**src/hw/rtl/dtbh_pkg.sv**
```systemverilog
package dtbh_pkg;

  localparam int GAIN_FRAC_BITS  = 16;
  localparam int DRIVE_FRAC_BITS = 16;
  localparam int COUNT_WIDTH     = 32;

  localparam int COUNT_IN_W  = 32;
  localparam int ELAPSED_W   = 10;
  localparam int TARGET_W    = 8;
  localparam int GAIN_W      = 16;
  localparam int DRIVE_INT_W = 7;
  localparam int VEL_W       = 16;
  localparam int CROSS_W     = 16;

  localparam int DELTA_MULT = 50;
  localparam int DEN_MULT   = 3;

  localparam int DRV_W    = DRIVE_INT_W + DRIVE_FRAC_BITS;
  localparam int NUM_W    = COUNT_WIDTH + 6;
  localparam int DEN_W    = ELAPSED_W + 2;
  localparam int QUO_W    = VEL_W;
  localparam int QCNT_W   = $clog2(QUO_W);
  localparam int ERR_W    = VEL_W + 1;
  localparam int PROD_W   = ERR_W + GAIN_W + 1;
  localparam int TERM_SHL = (DRIVE_FRAC_BITS >= GAIN_FRAC_BITS) ?
                            DRIVE_FRAC_BITS - GAIN_FRAC_BITS : 0;
  localparam int TERM_SHR = (GAIN_FRAC_BITS > DRIVE_FRAC_BITS) ?
                            GAIN_FRAC_BITS - DRIVE_FRAC_BITS : 0;
  localparam int TERM_W   = PROD_W + TERM_SHL;
  localparam int XSH_W    = CROSS_W + DRIVE_FRAC_BITS;
  localparam int DV_A_W   = (TERM_W > XSH_W) ? TERM_W : XSH_W;
  localparam int DV_B_W   = (DV_A_W > DRV_W + 1) ? DV_A_W : DRV_W + 1;
  localparam int DV_W     = DV_B_W + 2;

  localparam logic signed [VEL_W-1:0] VEL_MAX = VEL_W'(2**(VEL_W-1) - 1);
  localparam logic signed [VEL_W-1:0] VEL_MIN = {1'b1, {(VEL_W-1){1'b0}}};
  localparam int VEL_POS_LIM = 2**(VEL_W-1) - 1;
  localparam int VEL_NEG_LIM = 2**(VEL_W-1);
  localparam int CROSS_MAX_I = 2**(CROSS_W-1) - 1;
  localparam int CROSS_MIN_I = -(2**(CROSS_W-1));

  localparam logic [1:0] SIGN_ZERO = 2'b00;
  localparam logic [1:0] SIGN_POS  = 2'b01;
  localparam logic [1:0] SIGN_NEG  = 2'b11;

  localparam int CFG_ADDR_W = 5;
  localparam int CFG_DATA_W = 32;
  localparam int REG_IDX_W  = 3;

  typedef enum logic [REG_IDX_W-1:0] {
    REG_TARGET_SPEED     = 3'd0,
    REG_GAIN_LEFT        = 3'd1,
    REG_GAIN_RIGHT       = 3'd2,
    REG_DRIVE_PREDICTION = 3'd3,
    REG_DRIVE_MAX        = 3'd4,
    REG_DRIVE_MIN        = 3'd5,
    REG_ENABLE           = 3'd6
  } reg_idx_t;

  localparam logic [TARGET_W-1:0]    TARGET_RST = 8'd120;
  localparam logic [GAIN_W-1:0]      GAIN_RST   = 16'd590;
  localparam logic [DRIVE_INT_W-1:0] PRED_RST   = 7'd58;
  localparam logic [DRIVE_INT_W-1:0] DMAX_RST   = 7'd100;
  localparam logic [DRIVE_INT_W-1:0] DMIN_RST   = 7'd0;

  typedef struct packed {
    logic [TARGET_W-1:0]    target_speed;
    logic [GAIN_W-1:0]      gain_left;
    logic [GAIN_W-1:0]      gain_right;
    logic [DRIVE_INT_W-1:0] drive_prediction;
    logic [DRIVE_INT_W-1:0] drive_max;
    logic [DRIVE_INT_W-1:0] drive_min;
    logic                   enable;
  } cfg_t;

  typedef struct packed {
    logic load;
    logic step;
  } div_ctrl_t;

  typedef enum logic [3:0] {
    OP_WAIT    = 4'd0,
    OP_CHECK   = 4'd1,
    OP_DELTA   = 4'd2,
    OP_DIVPRE  = 4'd3,
    OP_DIVSTEP = 4'd4,
    OP_DIVEND  = 4'd5,
    OP_MUL     = 4'd6,
    OP_ACC     = 4'd7,
    OP_CROSS   = 4'd8,
    OP_CLAMP   = 4'd9,
    OP_EMIT    = 4'd10
  } op_t;

  typedef enum logic [2:0] {
    COND_NEVER    = 3'd0,
    COND_NO_INPUT = 3'd1,
    COND_DISABLED = 3'd2,
    COND_DIV_BUSY = 3'd3,
    COND_OUT_BUSY = 3'd4
  } cond_t;

  typedef enum logic {
    CH_RIGHT = 1'b0,
    CH_LEFT  = 1'b1
  } chan_t;

  localparam int PROG_LEN = 19;
  localparam int PC_W     = $clog2(PROG_LEN);

  localparam logic [PC_W-1:0] PC_WAIT  = PC_W'(0);
  localparam logic [PC_W-1:0] PC_DIV_R = PC_W'(4);
  localparam logic [PC_W-1:0] PC_DIV_L = PC_W'(12);
  localparam logic [PC_W-1:0] PC_EMIT  = PC_W'(18);

  typedef struct packed {
    op_t              op;
    chan_t            ch;
    cond_t            cond;
    logic [PC_W-1:0]  target;
  } ucode_t;

  function automatic ucode_t ucode_rom(input logic [PC_W-1:0] pc);
    ucode_t w;
    w = '{op: OP_EMIT, ch: CH_RIGHT, cond: COND_NEVER, target: PC_WAIT};
    case (pc)
      5'd0:  w = '{op: OP_WAIT,    ch: CH_RIGHT, cond: COND_NO_INPUT, target: PC_WAIT};
      5'd1:  w = '{op: OP_CHECK,   ch: CH_RIGHT, cond: COND_DISABLED, target: PC_EMIT};
      5'd2:  w = '{op: OP_DELTA,   ch: CH_RIGHT, cond: COND_NEVER,    target: PC_WAIT};
      5'd3:  w = '{op: OP_DIVPRE,  ch: CH_RIGHT, cond: COND_NEVER,    target: PC_WAIT};
      5'd4:  w = '{op: OP_DIVSTEP, ch: CH_RIGHT, cond: COND_DIV_BUSY, target: PC_DIV_R};
      5'd5:  w = '{op: OP_DIVEND,  ch: CH_RIGHT, cond: COND_NEVER,    target: PC_WAIT};
      5'd6:  w = '{op: OP_MUL,     ch: CH_RIGHT, cond: COND_NEVER,    target: PC_WAIT};
      5'd7:  w = '{op: OP_ACC,     ch: CH_RIGHT, cond: COND_NEVER,    target: PC_WAIT};
      5'd8:  w = '{op: OP_CROSS,   ch: CH_RIGHT, cond: COND_NEVER,    target: PC_WAIT};
      5'd9:  w = '{op: OP_CLAMP,   ch: CH_RIGHT, cond: COND_NEVER,    target: PC_WAIT};
      5'd10: w = '{op: OP_DELTA,   ch: CH_LEFT,  cond: COND_NEVER,    target: PC_WAIT};
      5'd11: w = '{op: OP_DIVPRE,  ch: CH_LEFT,  cond: COND_NEVER,    target: PC_WAIT};
      5'd12: w = '{op: OP_DIVSTEP, ch: CH_LEFT,  cond: COND_DIV_BUSY, target: PC_DIV_L};
      5'd13: w = '{op: OP_DIVEND,  ch: CH_LEFT,  cond: COND_NEVER,    target: PC_WAIT};
      5'd14: w = '{op: OP_MUL,     ch: CH_LEFT,  cond: COND_NEVER,    target: PC_WAIT};
      5'd15: w = '{op: OP_ACC,     ch: CH_LEFT,  cond: COND_NEVER,    target: PC_WAIT};
      5'd16: w = '{op: OP_CROSS,   ch: CH_LEFT,  cond: COND_NEVER,    target: PC_WAIT};
      5'd17: w = '{op: OP_CLAMP,   ch: CH_LEFT,  cond: COND_NEVER,    target: PC_WAIT};
      5'd18: w = '{op: OP_EMIT,    ch: CH_RIGHT, cond: COND_OUT_BUSY, target: PC_EMIT};
      default: w = '{op: OP_EMIT, ch: CH_RIGHT, cond: COND_NEVER, target: PC_WAIT};
    endcase
    return w;
  endfunction

endpackage

```
**src/hw/rtl/dtbh_if.sv**
```systemverilog
interface dtbh_sample_if;
  import dtbh_pkg::*;
  logic                         valid;
  logic                         ready;
  logic signed [COUNT_IN_W-1:0] right_count;
  logic signed [COUNT_IN_W-1:0] left_count;
  logic [ELAPSED_W-1:0]         elapsed_ticks;
  modport source(output valid, right_count, left_count, elapsed_ticks, input ready);
  modport sink(input valid, right_count, left_count, elapsed_ticks, output ready);
endinterface

interface dtbh_result_if;
  import dtbh_pkg::*;
  logic                    valid;
  logic                    ready;
  logic [DRIVE_INT_W-1:0]  drive_left;
  logic [DRIVE_INT_W-1:0]  drive_right;
  logic signed [VEL_W-1:0] velocity_left;
  logic signed [VEL_W-1:0] velocity_right;
  modport source(output valid, drive_left, drive_right, velocity_left, velocity_right,
                 input ready);
  modport sink(input valid, drive_left, drive_right, velocity_left, velocity_right,
               output ready);
endinterface

```
**src/hw/rtl/dtbh_regs.sv**
```systemverilog
module dtbh_regs (
  input  logic                             clk,
  input  logic                             rst,
  input  logic                             psel,
  input  logic                             penable,
  input  logic                             pwrite,
  input  logic [dtbh_pkg::CFG_ADDR_W-1:0]  paddr,
  input  logic [dtbh_pkg::CFG_DATA_W-1:0]  pwdata,
  output logic [dtbh_pkg::CFG_DATA_W-1:0]  prdata,
  output logic                             pready,
  output dtbh_pkg::cfg_t                   cfg
);
  import dtbh_pkg::*;

  reg_idx_t idx;
  logic     wr;

  assign idx    = reg_idx_t'(paddr[CFG_ADDR_W-1:2]);
  assign pready = 1'b1;
  assign wr     = psel && penable && pwrite && pready;

  always_ff @(posedge clk) begin
    if (rst) begin
      cfg.target_speed     <= TARGET_RST;
      cfg.gain_left        <= GAIN_RST;
      cfg.gain_right       <= GAIN_RST;
      cfg.drive_prediction <= PRED_RST;
      cfg.drive_max        <= DMAX_RST;
      cfg.drive_min        <= DMIN_RST;
      cfg.enable           <= 1'b1;
    end else if (wr) begin
      case (idx)
        REG_TARGET_SPEED:     cfg.target_speed     <= pwdata[TARGET_W-1:0];
        REG_GAIN_LEFT:        cfg.gain_left        <= pwdata[GAIN_W-1:0];
        REG_GAIN_RIGHT:       cfg.gain_right       <= pwdata[GAIN_W-1:0];
        REG_DRIVE_PREDICTION: cfg.drive_prediction <= pwdata[DRIVE_INT_W-1:0];
        REG_DRIVE_MAX:        cfg.drive_max        <= pwdata[DRIVE_INT_W-1:0];
        REG_DRIVE_MIN:        cfg.drive_min        <= pwdata[DRIVE_INT_W-1:0];
        REG_ENABLE:           cfg.enable           <= pwdata[0];
        default: ;
      endcase
    end
  end

  always_comb begin
    case (idx)
      REG_TARGET_SPEED:     prdata = CFG_DATA_W'(cfg.target_speed);
      REG_GAIN_LEFT:        prdata = CFG_DATA_W'(cfg.gain_left);
      REG_GAIN_RIGHT:       prdata = CFG_DATA_W'(cfg.gain_right);
      REG_DRIVE_PREDICTION: prdata = CFG_DATA_W'(cfg.drive_prediction);
      REG_DRIVE_MAX:        prdata = CFG_DATA_W'(cfg.drive_max);
      REG_DRIVE_MIN:        prdata = CFG_DATA_W'(cfg.drive_min);
      REG_ENABLE:           prdata = CFG_DATA_W'(cfg.enable);
      default:              prdata = '0;
    endcase
  end

endmodule

```
**src/hw/rtl/dtbh_div.sv**
```systemverilog
module dtbh_div (
  input  logic                         clk,
  input  logic                         rst,
  input  dtbh_pkg::div_ctrl_t          ctrl,
  input  logic [dtbh_pkg::NUM_W-1:0]   num,
  input  logic [dtbh_pkg::DEN_W-1:0]   den,
  output logic [dtbh_pkg::QUO_W-1:0]   quo,
  output logic                         sat,
  output logic                         last
);
  import dtbh_pkg::*;

  localparam int HI_W  = NUM_W - QUO_W;
  localparam int CMP_W = (HI_W > DEN_W) ? HI_W : DEN_W;

  logic [CMP_W-1:0]  hi_ext;
  logic [CMP_W-1:0]  den_ext;
  logic [DEN_W-1:0]  rem;
  logic [DEN_W:0]    trial;
  logic              fits;
  logic [QCNT_W-1:0] cnt;

  assign hi_ext  = CMP_W'(num[NUM_W-1:QUO_W]);
  assign den_ext = CMP_W'(den);
  assign trial   = {rem, quo[QUO_W-1]};
  assign fits    = trial >= {1'b0, den};
  assign last    = cnt == QCNT_W'(QUO_W - 1);

  always_ff @(posedge clk) begin
    if (rst) begin
      cnt <= '0;
    end else if (ctrl.load) begin
      cnt <= '0;
    end else if (ctrl.step) begin
      cnt <= cnt + QCNT_W'(1);
    end
  end

  // The high part of the dividend is below the divisor unless the quotient overflows.
  always_ff @(posedge clk) begin
    if (ctrl.load) begin
      sat <= hi_ext >= den_ext;
      rem <= DEN_W'(hi_ext);
      quo <= num[QUO_W-1:0];
    end else if (ctrl.step) begin
      rem <= fits ? DEN_W'(trial - {1'b0, den}) : DEN_W'(trial);
      quo <= {quo[QUO_W-2:0], fits};
    end
  end

endmodule

```
**src/hw/rtl/dual_take_back_half_speed_controller.sv**
```systemverilog
// An accepted sample runs the delta, divide, multiply, accumulate, crossing and clamp steps
// for each channel before its result is emitted; when disabled it goes straight to emit.
// The shared radix-2 velocity divider serves both channels, which the program runs in turn.
// A new sample is taken while the previous result still waits in the output register.
// Synchronous reset restores configuration, program counter, output flag and channel history.
module dual_take_back_half_speed_controller (
  input  logic                             clk,
  input  logic                             rst,
  dtbh_sample_if.sink                      sample,
  dtbh_result_if.source                    result,
  input  logic                             psel,
  input  logic                             penable,
  input  logic                             pwrite,
  input  logic [dtbh_pkg::CFG_ADDR_W-1:0]  paddr,
  input  logic [dtbh_pkg::CFG_DATA_W-1:0]  pwdata,
  output logic [dtbh_pkg::CFG_DATA_W-1:0]  prdata,
  output logic                             pready
);
  import dtbh_pkg::*;

  cfg_t      cfg;
  div_ctrl_t div_ctrl;
  ucode_t    uc;
  chan_t     ch;

  logic [PC_W-1:0] pc;
  logic [PC_W-1:0] pc_next;
  logic            take;
  logic            accept;
  logic            out_busy;
  logic            out_valid;

  logic [COUNT_WIDTH-1:0]     cur [2];
  logic [COUNT_WIDTH-1:0]     prev [2];
  logic [DRV_W-1:0]           drive [2];
  logic signed [CROSS_W-1:0]  cross_drive [2];
  logic [1:0]                 last_sign [2];
  logic                       first [2];
  logic signed [VEL_W-1:0]    vel [2];

  logic [DEN_W-1:0]           den;
  logic [NUM_W-1:0]           num;
  logic                       neg;
  logic signed [ERR_W-1:0]    err;
  logic signed [PROD_W-1:0]   prod;
  logic signed [DV_W-1:0]     dv;
  logic                       crossed;

  logic [QUO_W-1:0]           quo;
  logic                       div_sat;
  logic                       div_last;

  logic [ELAPSED_W-1:0]       el;
  logic [COUNT_WIDTH-1:0]     delta;
  logic [COUNT_WIDTH-1:0]     mag;
  logic signed [VEL_W-1:0]    vel_new;
  logic signed [ERR_W-1:0]    err_now;
  logic [GAIN_W-1:0]          gain;
  logic signed [TERM_W-1:0]   term;
  logic [1:0]                 sg;
  logic signed [DV_W-1:0]     avg_sum;
  logic signed [DV_W-1:0]     dv_bias;
  logic signed [DV_W-1:0]     cross_full;
  logic signed [CROSS_W-1:0]  cross_new;
  logic signed [DV_W-1:0]     hi;
  logic signed [DV_W-1:0]     lo;
  logic signed [DV_W-1:0]     clamped;

  dtbh_regs u_regs (
    .clk     (clk),
    .rst     (rst),
    .psel    (psel),
    .penable (penable),
    .pwrite  (pwrite),
    .paddr   (paddr),
    .pwdata  (pwdata),
    .prdata  (prdata),
    .pready  (pready),
    .cfg     (cfg)
  );

  dtbh_div u_div (
    .clk  (clk),
    .rst  (rst),
    .ctrl (div_ctrl),
    .num  (num),
    .den  (den),
    .quo  (quo),
    .sat  (div_sat),
    .last (div_last)
  );

  assign uc           = ucode_rom(pc);
  assign ch           = uc.ch;
  assign sample.ready = uc.op == OP_WAIT;
  assign accept       = sample.valid && sample.ready;
  assign out_busy     = out_valid && !result.ready;
  assign result.valid = out_valid;

  assign div_ctrl.load = uc.op == OP_DIVPRE;
  assign div_ctrl.step = uc.op == OP_DIVSTEP;

  always_comb begin
    case (uc.cond)
      COND_NEVER:    take = 1'b0;
      COND_NO_INPUT: take = !accept;
      COND_DISABLED: take = !cfg.enable;
      COND_DIV_BUSY: take = !div_last;
      COND_OUT_BUSY: take = out_busy;
      default:       take = 1'b0;
    endcase
    if (take) begin
      pc_next = uc.target;
    end else if (pc == PC_W'(PROG_LEN - 1)) begin
      pc_next = PC_WAIT;
    end else begin
      pc_next = pc + PC_W'(1);
    end
  end

  always_comb begin
    el    = (sample.elapsed_ticks == '0) ? ELAPSED_W'(1) : sample.elapsed_ticks;
    delta = cur[ch] - prev[ch];
    mag   = delta[COUNT_WIDTH-1] ? COUNT_WIDTH'(0) - delta : delta;

    if (neg) begin
      vel_new = (div_sat || quo > QUO_W'(VEL_NEG_LIM)) ? VEL_MIN : $signed(QUO_W'(0) - quo);
    end else begin
      vel_new = (div_sat || quo > QUO_W'(VEL_POS_LIM)) ? VEL_MAX : $signed(quo);
    end

    gain    = (ch == CH_LEFT) ? cfg.gain_left : cfg.gain_right;
    err_now = ERR_W'($signed({1'b0, cfg.target_speed})) - ERR_W'(vel[ch]);
    term    = (TERM_W'(prod) <<< TERM_SHL) >>> TERM_SHR;

    if (err == '0) begin
      sg = SIGN_ZERO;
    end else if (err < 0) begin
      sg = SIGN_NEG;
    end else begin
      sg = SIGN_POS;
    end
    avg_sum = dv + (DV_W'(cross_drive[ch]) <<< DRIVE_FRAC_BITS);

    // Integer part of the drive, truncated toward zero.
    dv_bias    = dv + (dv[DV_W-1] ? DV_W'(2**DRIVE_FRAC_BITS - 1) : DV_W'(0));
    cross_full = dv_bias >>> DRIVE_FRAC_BITS;
    if (cross_full > DV_W'(CROSS_MAX_I)) begin
      cross_new = CROSS_W'(CROSS_MAX_I);
    end else if (cross_full < DV_W'(CROSS_MIN_I)) begin
      cross_new = CROSS_W'(CROSS_MIN_I);
    end else begin
      cross_new = CROSS_W'(cross_full);
    end

    hi      = DV_W'({cfg.drive_max, DRIVE_FRAC_BITS'(0)});
    lo      = DV_W'({cfg.drive_min, DRIVE_FRAC_BITS'(0)});
    clamped = dv;
    if (clamped > hi) begin
      clamped = hi;
    end
    if (clamped < lo) begin
      clamped = lo;
    end
    if (cfg.target_speed == '0 && err == '0) begin
      clamped = '0;
    end
  end

  always_ff @(posedge clk) begin
    if (rst) begin
      pc        <= PC_WAIT;
      out_valid <= 1'b0;
      for (int i = 0; i < 2; i++) begin
        prev[i]        <= '0;
        drive[i]       <= '0;
        cross_drive[i] <= '0;
        last_sign[i]   <= SIGN_ZERO;
        first[i]       <= 1'b1;
      end
    end else begin
      pc <= pc_next;
      if (result.ready) begin
        out_valid <= 1'b0;
      end
      case (uc.op)
        OP_CHECK: begin
          if (!cfg.enable) begin
            last_sign[CH_RIGHT] <= SIGN_ZERO;
            last_sign[CH_LEFT]  <= SIGN_ZERO;
          end
        end
        OP_DELTA: begin
          prev[ch] <= cur[ch];
        end
        OP_CROSS: begin
          last_sign[ch] <= sg;
          if (sg != last_sign[ch] && first[ch]) begin
            first[ch] <= 1'b0;
          end
        end
        OP_CLAMP: begin
          if (crossed) begin
            cross_drive[ch] <= cross_new;
          end
          drive[ch] <= DRV_W'(clamped);
        end
        OP_EMIT: begin
          if (!out_busy) begin
            out_valid <= 1'b1;
          end
        end
        default: ;
      endcase
    end
  end

  always_ff @(posedge clk) begin
    case (uc.op)
      OP_WAIT: begin
        if (accept) begin
          cur[CH_RIGHT] <= sample.right_count[COUNT_WIDTH-1:0];
          cur[CH_LEFT]  <= COUNT_WIDTH'(0) - sample.left_count[COUNT_WIDTH-1:0];
          den           <= DEN_W'(el) * DEN_W'(DEN_MULT);
        end
      end
      OP_CHECK: begin
        if (!cfg.enable) begin
          vel[CH_RIGHT] <= '0;
          vel[CH_LEFT]  <= '0;
        end
      end
      OP_DELTA: begin
        num <= NUM_W'(mag) * NUM_W'(DELTA_MULT);
        neg <= delta[COUNT_WIDTH-1];
      end
      OP_DIVEND: begin
        vel[ch] <= vel_new;
      end
      OP_MUL: begin
        err  <= err_now;
        prod <= PROD_W'(err_now) * PROD_W'($signed({1'b0, gain}));
      end
      OP_ACC: begin
        dv <= DV_W'($signed({1'b0, drive[ch]})) + DV_W'(term);
      end
      OP_CROSS: begin
        crossed <= sg != last_sign[ch];
        if (sg != last_sign[ch]) begin
          if (first[ch]) begin
            dv <= DV_W'({cfg.drive_prediction, DRIVE_FRAC_BITS'(0)});
          end else begin
            dv <= avg_sum >>> 1;
          end
        end
      end
      OP_EMIT: begin
        if (!out_busy) begin
          result.drive_left     <= drive[CH_LEFT][DRV_W-1:DRIVE_FRAC_BITS];
          result.drive_right    <= drive[CH_RIGHT][DRV_W-1:DRIVE_FRAC_BITS];
          result.velocity_left  <= vel[CH_LEFT];
          result.velocity_right <= vel[CH_RIGHT];
        end
      end
      default: ;
    endcase
  end

endmodule
```
**src/flat_wrapper.sv**
```systemverilog
// flat-port wrapper written by rule: the top's interface ports become plain ports
module dual_take_back_half_speed_controller_flat import dtbh_pkg::*;
  (clk, rst, psel, penable, pwrite, paddr, pwdata, prdata, pready, sample_valid, sample_right_count, sample_left_count, sample_elapsed_ticks, sample_ready, result_valid, result_drive_left, result_drive_right, result_velocity_left, result_velocity_right, result_ready);
  dtbh_sample_if sample_i ();
  dtbh_result_if result_i ();
  input  logic clk;
  input  logic rst;
  input  logic psel;
  input  logic penable;
  input  logic pwrite;
  input  logic [dtbh_pkg::CFG_ADDR_W-1:0] paddr;
  input  logic [dtbh_pkg::CFG_DATA_W-1:0] pwdata;
  output logic [dtbh_pkg::CFG_DATA_W-1:0] prdata;
  output logic pready;
  input wire logic [$bits(sample_i.valid)-1:0] sample_valid;
  input wire logic [$bits(sample_i.right_count)-1:0] sample_right_count;
  input wire logic [$bits(sample_i.left_count)-1:0] sample_left_count;
  input wire logic [$bits(sample_i.elapsed_ticks)-1:0] sample_elapsed_ticks;
  output wire logic [$bits(sample_i.ready)-1:0] sample_ready;
  output wire logic [$bits(result_i.valid)-1:0] result_valid;
  output wire logic [$bits(result_i.drive_left)-1:0] result_drive_left;
  output wire logic [$bits(result_i.drive_right)-1:0] result_drive_right;
  output wire logic [$bits(result_i.velocity_left)-1:0] result_velocity_left;
  output wire logic [$bits(result_i.velocity_right)-1:0] result_velocity_right;
  input wire logic [$bits(result_i.ready)-1:0] result_ready;
  assign sample_i.valid = sample_valid;
  assign sample_i.right_count = sample_right_count;
  assign sample_i.left_count = sample_left_count;
  assign sample_i.elapsed_ticks = sample_elapsed_ticks;
  assign sample_ready = sample_i.ready;
  assign result_valid = result_i.valid;
  assign result_drive_left = result_i.drive_left;
  assign result_drive_right = result_i.drive_right;
  assign result_velocity_left = result_i.velocity_left;
  assign result_velocity_right = result_i.velocity_right;
  assign result_i.ready = result_ready;
  dual_take_back_half_speed_controller u_core (.clk(clk), .rst(rst), .sample(sample_i), .result(result_i), .psel(psel), .penable(penable), .pwrite(pwrite), .paddr(paddr), .pwdata(pwdata), .prdata(prdata), .pready(pready));
endmodule
```
**config.mk**
```make
export PLATFORM = sky130hd
export DESIGN_NAME = dual_take_back_half_speed_controller_flat
export DESIGN_NICKNAME = d
export VERILOG_FILES = /design/src/hw/rtl/dtbh_pkg.sv /design/src/hw/rtl/dtbh_if.sv /design/src/hw/rtl/dtbh_regs.sv /design/src/hw/rtl/dtbh_div.sv /design/src/hw/rtl/dual_take_back_half_speed_controller.sv /design/src/flat_wrapper.sv
export SDC_FILE = /design/constraint.sdc
export NUM_CORES = 2
export LEC_CHECK = 0
export BUFFER_PORTS_ARGS = -buffer_cell sky130_fd_sc_hd__buf_2
export CORE_AREA = 4 4 298 300
export DETAILED_ROUTE_END_ITERATION = 10
export DIE_AREA = 0 0 302 304
export PLACE_DENSITY_LB_ADDON = 0.08
export SYNTH_ARGS = -nofsm -noshare
export SYNTH_HDL_FRONTEND = slang
export SYNTH_SLANG_ARGS = --single-unit
```
**constraint.sdc**
```tcl
create_clock -name clk -period 28.3 [get_ports clk]
set_clock_uncertainty 0.15 [all_clocks]
set_input_delay 2.83 -clock clk [delete_from_list [all_inputs] [get_ports clk]]
set_output_delay 2.83 -clock clk [all_outputs]
set_load 0.02 [all_outputs]
```
==> impl_metrics.json <==
{
  "cts_setup_buffers": 0,
  "relSlewSlack_pct": 24.7,
  "row_count": 108,
  "portBuffers": 163,
  "nets": 5178,
  "final_core_util_pct": 54.6,
  "crit_fanout": 22,
  "area_growth_pct": 9.65,
  "drt_iter0_drc": 1932,
  "finalHoldViolCount": 0,
  "cts-resized-gates": 0,
  "cts_root_buffer": "clkbuf_16",
  "seq_area_frac_synth_pct": 35.7,
  "drive_gt1_share_pct": 9.91,
  "track_usage_pct": 24.0,
  "rsz0062_at_grt": "no",
  "cts_hold_buf": 0,
  "die_x_um": 302,
  "period_needed_ns": 11.16,
  "period_share_pct": 39.4,
  "ys_top_cells_by_area": "edfxtp_1 32%, fa_1 15%, ha_1 9.9%",
  "finalMaxSlewViolations": 0,
  "initial_utilization_pct": 49.8,
  "status": "completed",
  "cts_buffers": 61,
  "core-area_um2": 86200,
  "viasPerCell": 5.38,
  "dpl_worst_slack_ns": 17.26,
  "clk_pin_slew_ns": 0.06,
  "overflow": 0,
  "yosysTopAreaCell": "edfxtp_1",
  "first_pass_iters": 6,
  "synth_edf_count": 454,
  "vias": 30200,
  "worstMarginPinSlew_ns": 1.12,
  "required_ns": 28.55,
  "htree_num_levels": 2,
  "setup_ws_ns": 17.14,
  "clockBufferDepth": 3,
  "finalSetupTns_ns": 0,
  "clk_latency_ns": 0.68,
  "yosysTopAreaCellShare_pct": 31.8,
  "synth_seq_cells": 539,
  "startpoint_type": "flip-flop",
  "yosysWarningCount": 0,
  "routed_wl_mm": 109,
  "place_area_um2": 45000,
  "drc": 0,
  "dp_hpwl_mm": 83.7,
  "die_h_um": 304,
  "synthFlopType": "edfxtp_1",
  "synthArstFlopShare_pct": 0,
  "grt_max_degree": 64,
  "critPathKind": "flip-flop to flip-flop",
  "crit_arrival_ns": 11.41,
  "grt_pass1_wl_mm": 171,
  "slowest_delay_ns": 0.72,
  "synth_cell_types": 94,
  "ys_top_cells_by_count": "561 x inv_1, 454 x edfxtp_1, 419 x nand2_1",
  "die_area_um2": 91800,
  "setup_viol": 0,
  "wl_per_cell_um": 19.4,
  "slowest_stage": "clkinv_1",
  "antenna_left": 0,
  "crit_top_cell": "fa_1",
  "synth_area_um2": 42900,
  "syn_inst": 4255,
  "worstSetupEndpointType": "flip-flop",
  "fin_area_um2": 47100,
  "clock-sinks": 539,
  "max_freq_mhz": 89.6,
  "grt_pass1_vias": 30600,
  "routabilityCongestion": 0.883,
  "antenna_found_initial": 9,
  "drv_cap": 0,
  "hp-class": "flip-flop to flip-flop",
  "synth.avg_cell_area_um2": 10.1,
  "io_pins": 199,
  "synthMostInstantiatedCell": "inv_1",
  "cts_tree": "yes"
}
==> through the flow <==
stage | cells | hold slack (ns)
finish | 5621 | 0.293
global route | 5615 | 0.303
CTS | 5615 | 0.296
detailed placement | 5499 | 0.283
global placement | 5499 | 0.280
floorplan | 4270 | 0.270
==> final cells by class <==
cell class                      instances  area, µm²
Multi-Input combinational cell       3029      25000
Sequential cell                       539      15300
Inverter                              572       2150
Tap cell                             1155       1450
Fill cell                            7919      39100
Clock inverter                         36        299
Timing Repair Buffer                  204       1120
Antenna cell                            6       15.0
Clock buffer                           80       1720
==> final timing paths <==
kind,to,from,depth (start not counted),slack [ns]
max,u_core.prod[33],u_core.uc[8],37,17.14
min,result_velocity_right[6],u_core.vel[0][6],0,0.29
max reg2reg,u_core.prod[33],u_core.uc[8],37,17.14
min reg2reg,result_velocity_right[6],u_core.vel[0][6],0,0.29
==> state kept, by name (all words and copies together) (netlist names), 34 cells and up <==
register and count:
u_core.drive 46, u_core.u_regs.cfg 62, u_core.num 37, u_core.prev 64, u_core.dv 35, u_core.cur 64
u_core.prod 34
==> critical path: cells and delay by family (launching register included) <==
family / cells / cell delay, ns
DFF: 1 / 0.60
AOI/OAI and AO/OA: 14 / 3.14
and+or+nand+nor: 8 / 1.20
muxes: 1 / 0.38
xor gates and xnor gates: 2 / 0.83
buffers and inverters: 4 / 0.88
adders and majority gates: 8 / 3.68
==> cells by family after synthesis <==
family	Yosys count	share of synthesized area, %
flip-flops	539	35.7
XOR/XNOR	262	5.41
other	2	0.0175
multiplexers	199	4.93
adder cells (fa/ha/maj)	653	24.5
AO/OA/AOI/OAI	622	9.16
AND/OR/NAND/NOR	1276	14.0
buffers and inverters	702	6.31
==> per-layer routing <==
layer	wire length, µm	track usage (%)	up-vias
met5	24	0	-
met3	5550	4.21	192
met2	54300	42.0	624
met4	4210	8.13	4
li1	-	-	14700
met1	44800	29.8	14700
==> layout by cell type (no fill, tap or decap), drive strengths merged, types with 29 or more instances in the layout <==
cell type and n:
o21a 32, a21o 56, nand2 420, inv 565, nor2 378, xnor2 168, clkinv 37, edfxtp 454
ha 341, fa 312, and2 101, xor2 94, o21ai 169, or3 29, nand3 49, clkbuf 80
nor3 59, mux2i 109, dfxtp 85, nor2b 41, nand2b 41, buf 204, mux2 89, a21oi 171
Power is not shown: default switching activity piles up to over one toggle a cycle in this logic, so the estimate is an artifact.
